[config.mk]
export PLATFORM = sky130hd
export DESIGN_NAME = bencode_stream_tokenizer_unit
export DESIGN_NICKNAME = d
export VERILOG_FILES = /design/src/rtl/bst_pkg.sv /design/src/rtl/bst_stack.sv /design/src/rtl/bst_outq.sv /design/src/rtl/bst_core.sv /design/src/rtl/bencode_stream_tokenizer_unit.sv
export SDC_FILE = /design/constraint.sdc
export NUM_CORES = 1
export LEC_CHECK = 0
export ABC_AREA = 1
export ABC_CLOCK_PERIOD_IN_PS = 16650
export BUFFER_PORTS_ARGS = -buffer_cell sky130_fd_sc_hd__clkbuf_2
export CAP_MARGIN = 40
export CELL_PAD_IN_SITES_DETAIL_PLACEMENT = 0
export CELL_PAD_IN_SITES_GLOBAL_PLACEMENT = 1
export CORE_AREA = 2 2 265 267
export CTS_CLUSTER_DIAMETER = 60
export CTS_CLUSTER_SIZE = 28
export DETAILED_ROUTE_END_ITERATION = 8
export DIE_AREA = 0 0 267 269
export MAX_ROUTING_LAYER = met4
export PLACE_DENSITY_LB_ADDON = 0.1
export SLEW_MARGIN = 20
export SYNTH_ARGS = -nofsm -noshare
export SYNTH_HDL_FRONTEND = slang
export SYNTH_SLANG_ARGS = --single-unit
[constraint.sdc]
create_clock -name aclk -period 16.65 [get_ports aclk]
set_input_delay 1.665 -clock aclk [delete_from_list [all_inputs] [get_ports aclk]]
set_output_delay 1.665 -clock aclk [all_outputs]
set_load 0.03 [all_outputs]
[src/rtl/bst_pkg.sv]
// Shared types, character codes and result codes for the bencode stream tokenizer.
package bst_pkg;

    typedef enum logic [1:0] {
        MODE_EXPECT,
        MODE_INT,
        MODE_STRLEN,
        MODE_BODY
    } mode_t;

    typedef enum logic [1:0] {
        CT_LIST,
        CT_DKEY,
        CT_DVAL,
        CT_NONE
    } ctype_t;

    localparam logic [7:0] CH_I     = 8'h69;
    localparam logic [7:0] CH_L     = 8'h6C;
    localparam logic [7:0] CH_D     = 8'h64;
    localparam logic [7:0] CH_E     = 8'h65;
    localparam logic [7:0] CH_COLON = 8'h3A;
    localparam logic [7:0] CH_MINUS = 8'h2D;
    localparam logic [7:0] CH_0     = 8'h30;
    localparam logic [7:0] CH_9     = 8'h39;

    localparam logic [2:0] KIND_INT    = 3'd0;
    localparam logic [2:0] KIND_STR    = 3'd1;
    localparam logic [2:0] KIND_LOPEN  = 3'd2;
    localparam logic [2:0] KIND_LCLOSE = 3'd3;
    localparam logic [2:0] KIND_DOPEN  = 3'd4;
    localparam logic [2:0] KIND_DCLOSE = 3'd5;
    localparam logic [2:0] KIND_ERROR  = 3'd6;
    localparam logic [2:0] KIND_DONE   = 3'd7;

    localparam logic [3:0] E_NONE      = 4'd0;
    localparam logic [3:0] E_BAD_INT   = 4'd1;
    localparam logic [3:0] E_BAD_LEN   = 4'd2;
    localparam logic [3:0] E_NO_COLON  = 4'd3;
    localparam logic [3:0] E_LEN_OVF   = 4'd4;
    localparam logic [3:0] E_BOUND     = 4'd5;
    localparam logic [3:0] E_KEY       = 4'd6;
    localparam logic [3:0] E_LIST_END  = 4'd7;
    localparam logic [3:0] E_DICT_END  = 4'd8;
    localparam logic [3:0] E_UNEXP_END = 4'd9;
    localparam logic [3:0] E_DEPTH     = 4'd10;

    localparam logic [2:0] CTX_NONE = 3'd0;
    localparam logic [2:0] CTX_INT  = 3'd1;
    localparam logic [2:0] CTX_STR  = 3'd2;
    localparam logic [2:0] CTX_LIST = 3'd3;
    localparam logic [2:0] CTX_DICT = 3'd4;

    localparam int OQ_DEPTH = 4;
    localparam int OQ_AW    = 2;

    typedef struct packed {
        logic [2:0]  kind;
        logic [3:0]  code;
        logic [2:0]  ctx;
        logic [31:0] offset;
        logic [31:0] length;
        logic [4:0]  level;
        logic        last;
    } res_t;

    typedef struct packed {
        logic   push;
        logic   pop;
        logic   advance;
        ctype_t kind;
    } stk_op_t;

    function automatic ctype_t ct_advance(input ctype_t c);
        ctype_t r;
        r = c;
        if (c == CT_DKEY) begin
            r = CT_DVAL;
        end else if (c == CT_DVAL) begin
            r = CT_DKEY;
        end
        return r;
    endfunction

endpackage

[src/rtl/bst_stack.sv]
// Container stack: cached top entry over a synchronous memory for the entries below it.
module bst_stack import bst_pkg::*; #(
    parameter int MAX_DEPTH = 16,
    localparam int SW = $clog2(MAX_DEPTH + 1),
    localparam int IW = (MAX_DEPTH > 1) ? $clog2(MAX_DEPTH) : 1
) (
    input  logic          aclk,
    input  logic          aresetn,
    input  stk_op_t       op,
    output logic [SW-1:0] sp,
    output ctype_t        top,
    output ctype_t        below
);

    ctype_t        mem [MAX_DEPTH];
    logic [SW-1:0] sp_reg, sp_next;
    ctype_t        top_reg, top_next;
    ctype_t        rd_data_reg;
    ctype_t        fwd_data_reg;
    logic          fwd_reg;
    logic [SW-1:0] wr_full, rd_full;
    logic [IW-1:0] wr_addr, rd_addr;

    assign sp    = sp_reg;
    assign top   = top_reg;
    assign below = fwd_reg ? fwd_data_reg : rd_data_reg;

    always_comb begin
        ctype_t t;
        sp_next = sp_reg;
        t       = top_reg;
        if (op.push) begin
            sp_next = sp_reg + SW'(1);
            t       = op.kind;
        end else if (op.pop) begin
            sp_next = sp_reg - SW'(1);
            t       = below;
        end
        if (op.advance) begin
            t = ct_advance(t);
        end
        top_next = t;
        wr_full  = sp_reg - SW'(1);
        rd_full  = sp_next - SW'(2);
        wr_addr  = wr_full[IW-1:0];
        rd_addr  = rd_full[IW-1:0];
    end

    always_ff @(posedge aclk) begin
        if (!aresetn) begin
            sp_reg  <= '0;
            fwd_reg <= 1'b0;
        end else begin
            sp_reg  <= sp_next;
            fwd_reg <= op.push;
        end
    end

    always_ff @(posedge aclk) begin
        top_reg      <= top_next;
        fwd_data_reg <= top_reg;
        rd_data_reg  <= mem[rd_addr];
        if (op.push && sp_reg != '0) begin
            mem[wr_addr] <= top_reg;
        end
    end

endmodule

[src/rtl/bst_outq.sv]
// Result queue: takes up to two results per cycle and hands them out one per transfer.
module bst_outq import bst_pkg::*; (
    input  logic aclk,
    input  logic aresetn,
    input  logic w0_valid,
    input  logic w1_valid,
    input  res_t w0,
    input  res_t w1,
    output logic space,
    output logic m_valid,
    input  logic m_ready,
    output res_t m_data
);

    res_t             q [OQ_DEPTH];
    logic [OQ_AW-1:0] wp_reg, wp_next, rp_reg, rp_next;
    logic [OQ_AW:0]   cnt_reg, cnt_next;
    logic             rd;
    logic [OQ_AW-1:0] wp1;

    assign m_valid = cnt_reg != '0;
    assign m_data  = q[rp_reg];
    assign space   = cnt_reg <= (OQ_AW + 1)'(OQ_DEPTH - 2);
    assign rd      = m_valid && m_ready;
    assign wp1     = wp_reg + OQ_AW'(1);

    always_comb begin
        wp_next  = wp_reg + OQ_AW'(w0_valid) + OQ_AW'(w1_valid);
        rp_next  = rp_reg + OQ_AW'(rd);
        cnt_next = cnt_reg + (OQ_AW + 1)'(w0_valid) + (OQ_AW + 1)'(w1_valid)
                   - (OQ_AW + 1)'(rd);
    end

    always_ff @(posedge aclk) begin
        if (!aresetn) begin
            wp_reg  <= '0;
            rp_reg  <= '0;
            cnt_reg <= '0;
        end else begin
            wp_reg  <= wp_next;
            rp_reg  <= rp_next;
            cnt_reg <= cnt_next;
        end
    end

    always_ff @(posedge aclk) begin
        if (w0_valid) begin
            q[wp_reg] <= w0;
        end
        if (w1_valid) begin
            q[wp1] <= w1;
        end
    end

endmodule

[src/rtl/bst_core.sv]
// Byte decoder: parse mode, position and length registers, stack commands and results.
module bst_core import bst_pkg::*; #(
    parameter int MAX_DEPTH     = 16,
    parameter int POSITION_BITS = 32,
    parameter int LENGTH_BITS   = 32,
    localparam int SW = $clog2(MAX_DEPTH + 1)
) (
    input  logic          aclk,
    input  logic          aresetn,
    input  logic          in_fire,
    input  logic [7:0]    in_byte,
    input  logic          in_eom,
    input  logic [SW-1:0] sp,
    input  ctype_t        top,
    input  ctype_t        below,
    output stk_op_t       op,
    output logic          r0_valid,
    output logic          r1_valid,
    output res_t          r0,
    output res_t          r1
);

    localparam int P = POSITION_BITS;
    localparam int L = LENGTH_BITS;
    localparam logic [L-1:0] LMAX = '1;

    mode_t          mode_reg, mode_next;
    logic [P-1:0]   pos_reg, pos_next, pos_inc;
    logic [P-1:0]   vstart_reg, vstart_next;
    logic [2:0]     flags_reg, flags_next;
    logic [L-1:0]   acc_reg, acc_next;
    logic [L-1:0]   rem_reg, rem_next, rem_dec;
    logic           err_reg;

    logic           active, digit, ovf, is_open, int_bad;
    logic [7:0]     dval;
    logic [L+3:0]   acc_x10;
    logic [L-1:0]   acc_inc;
    ctype_t         top_eff, chk_top;
    logic           sp_full;
    logic [SW-1:0]  sp_after;

    logic           tok_v, chk, err_v, done_hit, err_set;
    logic [2:0]     tok_kind;
    logic [P-1:0]   tok_off, err_at;
    logic [L-1:0]   tok_len;
    logic [3:0]     err_code;
    logic [2:0]     err_ctx;
    logic [4:0]     level;

    function automatic logic [31:0] pos32(input logic [P-1:0] v);
        logic [P+31:0] w;
        w = {32'd0, v};
        return w[31:0];
    endfunction

    function automatic logic [31:0] len32(input logic [L-1:0] v);
        logic [L+31:0] w;
        w = {32'd0, v};
        return w[31:0];
    endfunction

    function automatic logic [4:0] lvl5(input logic [SW-1:0] v);
        logic [SW+4:0] w;
        w = {5'd0, v};
        return w[4:0];
    endfunction

    assign active  = in_fire && !err_reg;
    assign digit   = in_byte >= CH_0 && in_byte <= CH_9;
    assign dval    = in_byte - CH_0;
    assign pos_inc = pos_reg + P'(1);
    assign top_eff = (sp != '0) ? top : CT_NONE;
    assign sp_full = sp >= SW'(MAX_DEPTH);
    assign is_open = in_byte == CH_L || in_byte == CH_D;
    assign acc_x10 = ({4'd0, acc_reg} << 3) + ({4'd0, acc_reg} << 1) + (L + 4)'(dval[3:0]);
    assign ovf     = |acc_x10[L+3:L];
    assign acc_inc = (acc_reg == LMAX) ? acc_reg : acc_reg + L'(1);
    assign rem_dec = (rem_reg == '0) ? rem_reg : rem_reg - L'(1);
    assign int_bad = (acc_reg == '0)
                     || (flags_reg[0] && acc_reg == L'(1))
                     || (flags_reg[0] && flags_reg[1])
                     || (!flags_reg[0] && flags_reg[1] && acc_reg > L'(1));

    always_comb begin
        tok_v       = 1'b0;
        tok_kind    = KIND_INT;
        tok_off     = pos_reg;
        tok_len     = '0;
        chk         = 1'b0;
        chk_top     = CT_LIST;
        sp_after    = sp;
        err_v       = 1'b0;
        err_code    = E_NONE;
        err_ctx     = CTX_NONE;
        err_at      = pos_reg;
        op          = '{push: 1'b0, pop: 1'b0, advance: 1'b0, kind: CT_LIST};
        vstart_next = vstart_reg;
        flags_next  = flags_reg;
        acc_next    = acc_reg;
        rem_next    = rem_reg;
        if (active) begin
            unique case (mode_reg)
                MODE_EXPECT: begin
                    if (in_byte == CH_E && (top_eff == CT_LIST || top_eff == CT_DKEY)) begin
                        op.pop     = 1'b1;
                        op.advance = 1'b1;
                        sp_after   = sp - SW'(1);
                        tok_v      = 1'b1;
                        tok_kind   = (top_eff == CT_LIST) ? KIND_LCLOSE : KIND_DCLOSE;
                        chk        = 1'b1;
                        chk_top    = ct_advance(below);
                    end else if (top_eff == CT_DKEY && (in_byte == CH_I || is_open)) begin
                        err_v    = 1'b1;
                        err_code = E_KEY;
                        err_ctx  = CTX_DICT;
                    end else if (in_byte == CH_I) begin
                        vstart_next = pos_inc;
                        flags_next  = '0;
                        acc_next    = '0;
                        if (in_eom) begin
                            err_v    = 1'b1;
                            err_code = E_BAD_INT;
                            err_ctx  = CTX_INT;
                            err_at   = pos_inc;
                        end
                    end else if (is_open) begin
                        if (sp_full) begin
                            err_v    = 1'b1;
                            err_code = E_DEPTH;
                            err_ctx  = (in_byte == CH_L) ? CTX_LIST : CTX_DICT;
                        end else begin
                            op.push  = 1'b1;
                            op.kind  = (in_byte == CH_L) ? CT_LIST : CT_DKEY;
                            sp_after = sp + SW'(1);
                            tok_v    = 1'b1;
                            tok_kind = (in_byte == CH_L) ? KIND_LOPEN : KIND_DOPEN;
                            chk      = 1'b1;
                            chk_top  = op.kind;
                        end
                    end else if (digit) begin
                        acc_next = L'(dval[3:0]);
                        if (in_eom) begin
                            err_v    = 1'b1;
                            err_code = E_NO_COLON;
                            err_ctx  = CTX_STR;
                            err_at   = pos_inc;
                        end
                    end else begin
                        err_v    = 1'b1;
                        err_code = E_BAD_LEN;
                        err_ctx  = CTX_STR;
                    end
                end
                MODE_INT: begin
                    if (in_byte == CH_E) begin
                        if (int_bad) begin
                            err_v    = 1'b1;
                            err_code = E_BAD_INT;
                            err_ctx  = CTX_INT;
                            err_at   = pos_inc;
                        end else begin
                            tok_v      = 1'b1;
                            tok_kind   = KIND_INT;
                            tok_off    = vstart_reg;
                            tok_len    = acc_reg;
                            op.advance = 1'b1;
                            chk        = 1'b1;
                            chk_top    = ct_advance(top_eff);
                        end
                    end else if ((in_byte == CH_MINUS && acc_reg == '0) || digit) begin
                        if (in_byte == CH_MINUS) begin
                            flags_next[0] = 1'b1;
                        end else begin
                            if (!flags_reg[2] && in_byte == CH_0) begin
                                flags_next[1] = 1'b1;
                            end
                            flags_next[2] = 1'b1;
                        end
                        acc_next = acc_inc;
                        if (in_eom) begin
                            err_v    = 1'b1;
                            err_code = E_BAD_INT;
                            err_ctx  = CTX_INT;
                            err_at   = pos_inc;
                        end
                    end else begin
                        err_v    = 1'b1;
                        err_code = E_BAD_INT;
                        err_ctx  = CTX_INT;
                    end
                end
                MODE_STRLEN: begin
                    if (digit) begin
                        if (ovf) begin
                            err_v    = 1'b1;
                            err_code = E_LEN_OVF;
                            err_ctx  = CTX_STR;
                        end else begin
                            acc_next = acc_x10[L-1:0];
                            if (in_eom) begin
                                err_v    = 1'b1;
                                err_code = E_NO_COLON;
                                err_ctx  = CTX_STR;
                                err_at   = pos_inc;
                            end
                        end
                    end else if (in_byte == CH_COLON) begin
                        vstart_next = pos_inc;
                        if (acc_reg == '0) begin
                            tok_v      = 1'b1;
                            tok_kind   = KIND_STR;
                            tok_off    = pos_inc;
                            op.advance = 1'b1;
                            chk        = 1'b1;
                            chk_top    = ct_advance(top_eff);
                        end else if (in_eom) begin
                            err_v    = 1'b1;
                            err_code = E_BOUND;
                            err_ctx  = CTX_STR;
                            err_at   = pos_inc;
                        end else begin
                            rem_next = acc_reg;
                        end
                    end else begin
                        err_v    = 1'b1;
                        err_code = E_BAD_LEN;
                        err_ctx  = CTX_STR;
                    end
                end
                MODE_BODY: begin
                    rem_next = rem_dec;
                    if (rem_dec == '0) begin
                        tok_v      = 1'b1;
                        tok_kind   = KIND_STR;
                        tok_off    = vstart_reg;
                        tok_len    = acc_reg;
                        op.advance = 1'b1;
                        chk        = 1'b1;
                        chk_top    = ct_advance(top_eff);
                    end else if (in_eom) begin
                        err_v    = 1'b1;
                        err_code = E_BOUND;
                        err_ctx  = CTX_STR;
                        err_at   = vstart_reg;
                    end
                end
                default: begin
                end
            endcase
        end
    end

    assign level = lvl5(sp_after);

    always_comb begin
        r0_valid = 1'b0;
        r1_valid = 1'b0;
        done_hit = 1'b0;
        err_set  = 1'b0;
        r0 = '{kind: tok_kind, code: E_NONE, ctx: CTX_NONE, offset: pos32(tok_off),
               length: len32(tok_len), level: level, last: 1'b1};
        r1 = '{kind: KIND_DONE, code: E_NONE, ctx: CTX_NONE, offset: pos32(pos_inc),
               length: 32'd0, level: level, last: 1'b1};
        if (sp_after != '0) begin
            r1.kind = KIND_ERROR;
            priority case (chk_top)
                CT_LIST: begin
                    r1.code = E_LIST_END;
                    r1.ctx  = CTX_LIST;
                end
                CT_DKEY: begin
                    r1.code = E_DICT_END;
                    r1.ctx  = CTX_DICT;
                end
                default: begin
                    r1.code = E_UNEXP_END;
                    r1.ctx  = CTX_DICT;
                end
            endcase
        end
        if (tok_v) begin
            r0_valid = 1'b1;
            if (chk && in_eom) begin
                r1_valid = 1'b1;
                r0.last  = 1'b0;
                done_hit = sp_after == '0;
                err_set  = sp_after != '0;
            end
        end else if (err_v) begin
            r0_valid  = 1'b1;
            err_set   = 1'b1;
            r0.kind   = KIND_ERROR;
            r0.code   = err_code;
            r0.ctx    = err_ctx;
            r0.offset = pos32(err_at);
            r0.length = 32'd0;
        end
    end

    always_comb begin
        mode_next = mode_reg;
        if (active) begin
            unique case (mode_reg)
                MODE_EXPECT: begin
                    if (in_byte == CH_I && top_eff != CT_DKEY) begin
                        mode_next = MODE_INT;
                    end else if (digit) begin
                        mode_next = MODE_STRLEN;
                    end
                end
                MODE_INT: begin
                    if (in_byte == CH_E) begin
                        mode_next = MODE_EXPECT;
                    end
                end
                MODE_STRLEN: begin
                    if (in_byte == CH_COLON) begin
                        mode_next = (acc_reg == '0) ? MODE_EXPECT : MODE_BODY;
                    end
                end
                MODE_BODY: begin
                    if (rem_dec == '0) begin
                        mode_next = MODE_EXPECT;
                    end
                end
                default: begin
                    mode_next = MODE_EXPECT;
                end
            endcase
            if (done_hit) begin
                mode_next = MODE_EXPECT;
            end
        end
    end

    always_comb begin
        pos_next = pos_reg;
        if (active) begin
            pos_next = done_hit ? '0 : pos_inc;
        end
    end

    always_ff @(posedge aclk) begin
        if (!aresetn) begin
            mode_reg <= MODE_EXPECT;
            pos_reg  <= '0;
            err_reg  <= 1'b0;
        end else begin
            mode_reg <= mode_next;
            pos_reg  <= pos_next;
            err_reg  <= err_reg || err_set;
        end
    end

    always_ff @(posedge aclk) begin
        vstart_reg <= vstart_next;
        flags_reg  <= flags_next;
        acc_reg    <= acc_next;
        rem_reg    <= rem_next;
    end

endmodule

[src/rtl/bencode_stream_tokenizer_unit.sv]
// Top level of the bencode stream tokenizer: stream ports, decoder, stack and result queue.
//
// Accepts one message byte per cycle and emits integer, string, list and dictionary
// tokens, then a done token (or one error token, after which all further bytes are
// dropped until reset). A byte yields zero, one or two results; they pass through a
// four-entry result queue, and s_tready is low only while that queue cannot take two
// more, so a byte is taken every cycle as long as results are drained. Each byte makes
// one read-modify-write of the container stack: the top entry sits in a register and
// the entries below it in a memory with a registered read, kept one entry ahead so a
// close is served in the same cycle. The stack memory needs no clearing after reset.
module bencode_stream_tokenizer_unit import bst_pkg::*; #(
    parameter int MAX_DEPTH     = 16,
    parameter int POSITION_BITS = 32,
    parameter int LENGTH_BITS   = 32
) (
    input  logic        aclk,
    input  logic        aresetn,
    input  logic        s_tvalid,
    output logic        s_tready,
    input  logic [7:0]  s_tdata,  // [7:0] data_byte
    input  logic        s_tlast,
    output logic        m_tvalid,
    input  logic        m_tready,
    output logic [79:0] m_tdata,  // [3:0] error_code, [6:4] error_context,
                                  // [38:7] token_offset, [70:39] token_length,
                                  // [75:71] nesting_level, [79:76] zero
    output logic [2:0]  m_tuser,  // [2:0] token_kind
    output logic        m_tlast
);

    localparam int SW = $clog2(MAX_DEPTH + 1);

    logic          in_fire;
    logic [SW-1:0] sp;
    ctype_t        top, below;
    stk_op_t       op;
    logic          r0_valid, r1_valid;
    res_t          r0, r1, q_data;

    assign in_fire = s_tvalid && s_tready;

    bst_core #(
        .MAX_DEPTH     (MAX_DEPTH),
        .POSITION_BITS (POSITION_BITS),
        .LENGTH_BITS   (LENGTH_BITS)
    ) u_core (
        .aclk     (aclk),
        .aresetn  (aresetn),
        .in_fire  (in_fire),
        .in_byte  (s_tdata),
        .in_eom   (s_tlast),
        .sp       (sp),
        .top      (top),
        .below    (below),
        .op       (op),
        .r0_valid (r0_valid),
        .r1_valid (r1_valid),
        .r0       (r0),
        .r1       (r1)
    );

    bst_stack #(
        .MAX_DEPTH (MAX_DEPTH)
    ) u_stack (
        .aclk    (aclk),
        .aresetn (aresetn),
        .op      (op),
        .sp      (sp),
        .top     (top),
        .below   (below)
    );

    bst_outq u_outq (
        .aclk     (aclk),
        .aresetn  (aresetn),
        .w0_valid (r0_valid),
        .w1_valid (r1_valid),
        .w0       (r0),
        .w1       (r1),
        .space    (s_tready),
        .m_valid  (m_tvalid),
        .m_ready  (m_tready),
        .m_data   (q_data)
    );

    assign m_tdata = {4'd0, q_data.level, q_data.length, q_data.offset, q_data.ctx, q_data.code};
    assign m_tuser = q_data.kind;
    assign m_tlast = q_data.last;

endmodule

Yosys cells after proc, flatten, opt, wreduce, memory -nomap -nowiden
Memory sizes are Yosys's and may differ from the RTL's. A register that Yosys moved wholly into a read port is not among the register bits.
Cells that the tools add are included.

word-level totals
  register bits after elaboration = 151
  latch bits = 0
  RAM bits = 352
  ROM bits = 0
  bits of input ports = 13
  word-level logic and storage cells = 342
  memories kept = 2

memory list
  memory       words  bits a word  read ports  clocked after memory_dff  write ports  RTL line         source
  u_outq.q     4      80           1           1                         2            bst_outq.sv:15   res_t q [OQ_DEPTH];
  u_stack.mem  16     2            1           1                         1            bst_stack.sv:15  ctype_t mem [MAX_DEPTH];

cells by class
  $add $sub $neg = 16
  multipliers = 0
  div/mod/pow operators = 0
  magnitude comparators = 5
  eq/ne operators = 41
  shifts and indexed selects = 0
  multiplexer cells = 214
  bitwise operators = 0
  reductions and logical operators = 48

operator list
  cell                                                             count
  2-to-1 mux 32 bit                                                48
  case mux 32 bit (2 select lines)                                 3
  case mux 32 bit (3 select lines)                                 2
  2-to-1 mux 74 bit                                                2
  case mux 32 bit (4 select lines)                                 1
  logical NOT 32 bit                                               3
  2-to-1 mux 3 bit                                                 31
  2-to-1 mux 2 bit                                                 40
  adder 32 x 1 -> 32 bit (second input constant)                   2
  2-to-1 mux 1 bit                                                 56
  2-to-1 mux 5 bit                                                 10
  2-to-1 mux 4 bit                                                 10
  adder 35 x 33 -> 36 bit                                          1
  adder 36 x 4 -> 36 bit                                           1
  equality test 32 x 1 -> 1 bit (second input constant)            1
  equality test 32 bit (second input constant)                     1
  equality test 8 x 7 -> 1 bit (second input constant)             4
  greater-than comparator 32 x 1 -> 1 bit (second input constant)  1
  subtractor 32 x 1 -> 32 bit (second input constant)              1
  equality test 8 x 6 -> 1 bit (second input constant)             3
  case mux 3 bit (4 select lines)                                  2
  != test 2 bit (second input constant)                            9
  case mux 2 bit (4 select lines)                                  2
  case mux 4 bit (4 select lines)                                  1
  other kinds (37)                                                 89

Logic depth before layout (Yosys ltp)
  word-level depth = 15
  mapped depth = 27
  gate-level depth less buffers = 27

Cells and area by module
From an unflattened synthesis, not the netlist that was laid out.

second synthesis, totals
  cells, all modules = 5,784
  area, all modules = 39,215.1 µm²

by module, submodules not included
  module                         instances  cells an instance  area an instance (µm²)  seq. area each (µm²)
  bst_outq                       1          2,386              18,634.1                9,749.4
  bst_core                       1          3,112              18,218.7                3,673.5
  bst_stack                      1          279                2,321.0                 1,201.2
  bencode_stream_tokenizer_unit  1          7                  41.3                    0.0

Worst setup path before layout
Ideal clock, no wire load.

  path type = input -> register
  from = input port s_tdata[3]
  to = register u_core.acc_reg[0], enable pin
  arrival = 9,248 ps
  slack = 6,808 ps
  stages on the path = 20
  path buffers = 1
  cells stage by stage = inv_1 -> fa_1 -> inv_1 -> fa_1 -> nand2_1 -> nand2_1 -> nand3b_1 -> nand2_1 -> nand2_1 -> nand2_1 -> nand2_1 -> nand2_1 -> nand2_1 -> nand2_1 -> nor2_1 -> nand2_1 -> clkbuf_1 -> o21ai_0 -> inv_1 -> a2111oi_0

between the ends
  word-level cells in the longest chain between the ends = 6
  elaborated cells on any way between the ends = 26

RTL lines
  what                                                            RTL line                             source
  start: declaration                                              bencode_stream_tokenizer_unit.sv:20  input logic [7:0] s_tdata,
  branches (longest 5 deep; another with adder 36 x 4 -> 36 bit)  --
  AND reduction 11 bit (no source line) *                         --
  end signal: assignment                                          bst_core.sv:359                      acc_reg <= acc_next;
  end: declaration                                                bst_core.sv:31                       logic [L-1:0] acc_reg, acc_next;

Every way passes the cells marked *.
A chain may end at the register's enable or synchronous reset.

==> flow_metrics.env <==
export IMPL_outcome="finished, final reports clean"
export IMPL_synthCells=5014
export IMPL_drive_gt1_share_pct=6.78
export IMPL_end_kind="flop"
export IMPL_p_per_area_mw_per_mm2=118
export IMPL_synth_flop_cell="edfxtp_1"
export IMPL_num_rows=97
export IMPL_p_total_uw=4380
export IMPL_grt_max_degree=74
export IMPL_cts_buffers_inserted=48
export IMPL_p_leak_uw=0.0159
export IMPL_skew_ps=48.4
export IMPL_cts_num_sinks=505
export IMPL_arrival_ps=6690
export IMPL_synthArstFlopShare_pct=0
export IMPL_postPlaceCellArea_mm2=0.0353
export IMPL_wl_per_cell_um=21.6
export IMPL_fin_util_pct=53.6
export IMPL_netlist_area_mm2=0.0342
export IMPL_grtUsageMet3_pct=3.52
export IMPL_rrSetupSlack_ps=10540
export IMPL_die_w_um=267
export IMPL_dp_hpwl_mm=87.4
export IMPL_r2r_end="u_outq.q[3][2]"
export IMPL_layout_common_cells="nand2_1 (1496), nor2_1 (546), nand3_1 (466)"
export IMPL_die_area_mm2=0.0718
export IMPL_drc=0
export IMPL_finalSetupViolations=0
export IMPL_h_tree_depth=2
export IMPL_largest_register_ffs=320
export IMPL_grt_util_all_layers_pct=36.1
export IMPL_hold_viol=0
export IMPL_vias_per_cell=5.87
export IMPL_post_cts_buffers=0
export IMPL_hold_slack_ps=473
export IMPL_synth_edff_count=311
export IMPL_yosysWarnings=0
export IMPL_clk_path_buf_depth=3
export IMPL_vias=34700
export IMPL_layout_nets=5042
export IMPL_crit_buf_inv=5
export IMPL_gr_total_overflow=0
export IMPL_avgSynthCellArea_um2=6.81
export IMPL_globalplace_congestion=0.981
export IMPL_final_common_cell="nand2_1"
export IMPL_crit_path_start_kind="primary input"
export IMPL_first_iter_violations=3601
export IMPL_insertion_delay_ps=650
export IMPL_core_area_mm2=0.0693
export IMPL_crit_top_cell="nand2_1"
export IMPL_timing_max_slew_rel_slack_pct=41.2
export IMPL_reg2reg_depth=20
export IMPL_crit_family="simple AND/OR/NAND/NOR gates"
export IMPL_fin_area_mm2=0.0371
export IMPL_ys_seq_area_share_pct=38.7
export IMPL_antenna_found_initial=0
export IMPL_clock_fmax_ghz=0.158
export IMPL_diodes=0
export IMPL_cp_data_required_time_ps=17020
export IMPL_cp_startpoint="s_tdata[3]"
export IMPL_cts_root_buf="clkbuf_16"
export IMPL_grt_util_met1_pct=43.2
export IMPL_top_register="u_outq.q"
export IMPL_totalWireLength_mm=128
export IMPL_fin_crit_sh_pct=38.0
export IMPL_cts_tree="built"
export IMPL_grt_pass1_wl_mm=193
export IMPL_synth_cell_type_count=57
export IMPL_maxCapViolations=0
export IMPL_path_clk_slew_ps=90
export IMPL_fillers=6991
export IMPL_ctsHoldBuffers=0
export IMPL_busiest_layer="met2"
export IMPL_postCtsResizedCells=0
export IMPL_critPathMaxFanout=73
export IMPL_tns_ps=0
export IMPL_die_h_um=269
export IMPL_path_class="in -> reg"
export IMPL_start_util_pct=49.3
export IMPL_io_pins=99
export IMPL_irDropWorstVdd_v=0.0000934
export IMPL_finalMaxSlewViolations=0
export IMPL_fin_crit_ps=6320
export IMPL_cp_depth=26
export IMPL_grt_use_met2_pct=58.2
export IMPL_critPathSlowestCell="nor2_1"
export IMPL_slowest_delay_ps=580
export IMPL_synth_seq_cells=505
export IMPL_grt_pass1_vias=32500
export IMPL_r2r_start="u_core.acc_reg[24]"
export IMPL_portBuffers=94
export IMPL_first_pass_iters=6
export IMPL_rsz0062_at_grt="no"
export IMPL_drtAntennaViolNets=0
export IMPL_endpoint="u_outq.q[3][2]"
export IMPL_areaGrowthSynthToFinish_pct=8.60
export IMPL_min_path_type="reg -> reg"
export IMPL_worst_pin_slew_ps=873
metrics by stage:
stage          std cells  worst slack (ps)
6_report            5922             10330
5_1_grt             5922              9870
4_1_cts             5919             10380
3_5_place_dp        5829              9730
3_3_place_gp        5810              9860
2_1_floorplan       5017              6810
how the worst min path moves through the flow:
stage	depth (start not counted)	start	end	slack, ps
final	2	u_outq.q[1][78]	u_outq.q[1][78]	470
after global routing	2	u_outq.q[2][20]	u_outq.q[2][20]	500
after CTS	2	u_outq.q[1][78]	u_outq.q[1][78]	470
after detailed placement	2	u_outq.q[1][78]	u_outq.q[1][78]	450
after global placement	2	u_outq.q[1][0]	u_outq.q[1][0]	450
after floorplan	2	u_outq.q[1][0]	u_outq.q[1][0]	430
logic make-up after synthesis:
| logic type | share of synthesized area (%) |
|---|---|
| compound gates | 16.2 |
| xor+xnor | 0.615 |
| fa+ha+maj | 3.30 |
| buf+inv | 8.00 |
| flops | 38.7 |
| mux | 0.0293 |
| other cells | 0.0110 |
| simple gates | 33.1 |
cell usage after synthesis (73+ instances only):
cell,number,share of area (%)
a21oi_1,237,3.5
clkbuf_1,180,2.0
dfxtp_1,194,11
edfxtp_1,311,27
ha_1,82,3.0
inv_1,337,3.7
nand2_1,1497,16
nand3_1,466,6.8
nor2_1,550,6.0
nor3_1,73,1.1
o21ai_0,415,6.1
o21ai_1,155,2.3
o22ai_1,87,1.6
where the power goes:
part	switching, uW	internal (uW)
clock	590	647
sequential	85.1	1460
combinational	1230	375
total	1900	2480
worst min-delay path, cell delays in order, from the launching register on:
cell	delay, ps
dfxtp_1	330
nor2_1	50
nor2_1	60
per-layer routing:
layer | vias up | share of wire, %
met5 | - | 0
met4 | 0 | 7.6
met3 | 401 | 6.5
met2 | 1538 | 46
met1 | 16100 | 40
li1 | 16700 | -
final cells by class:
cell class	count	area [um2]	share of cell area, %
clock buffer	51	1250	3.38
clock inverter	39	518	1.40
inverter	381	1440	3.88
multi-input combinational	3841	18300	49.3
sequential	505	13200	35.6
tap	940	1180	3.17
timing repair buffer	165	1190	3.21
Power figures use the tool's default switching activity.
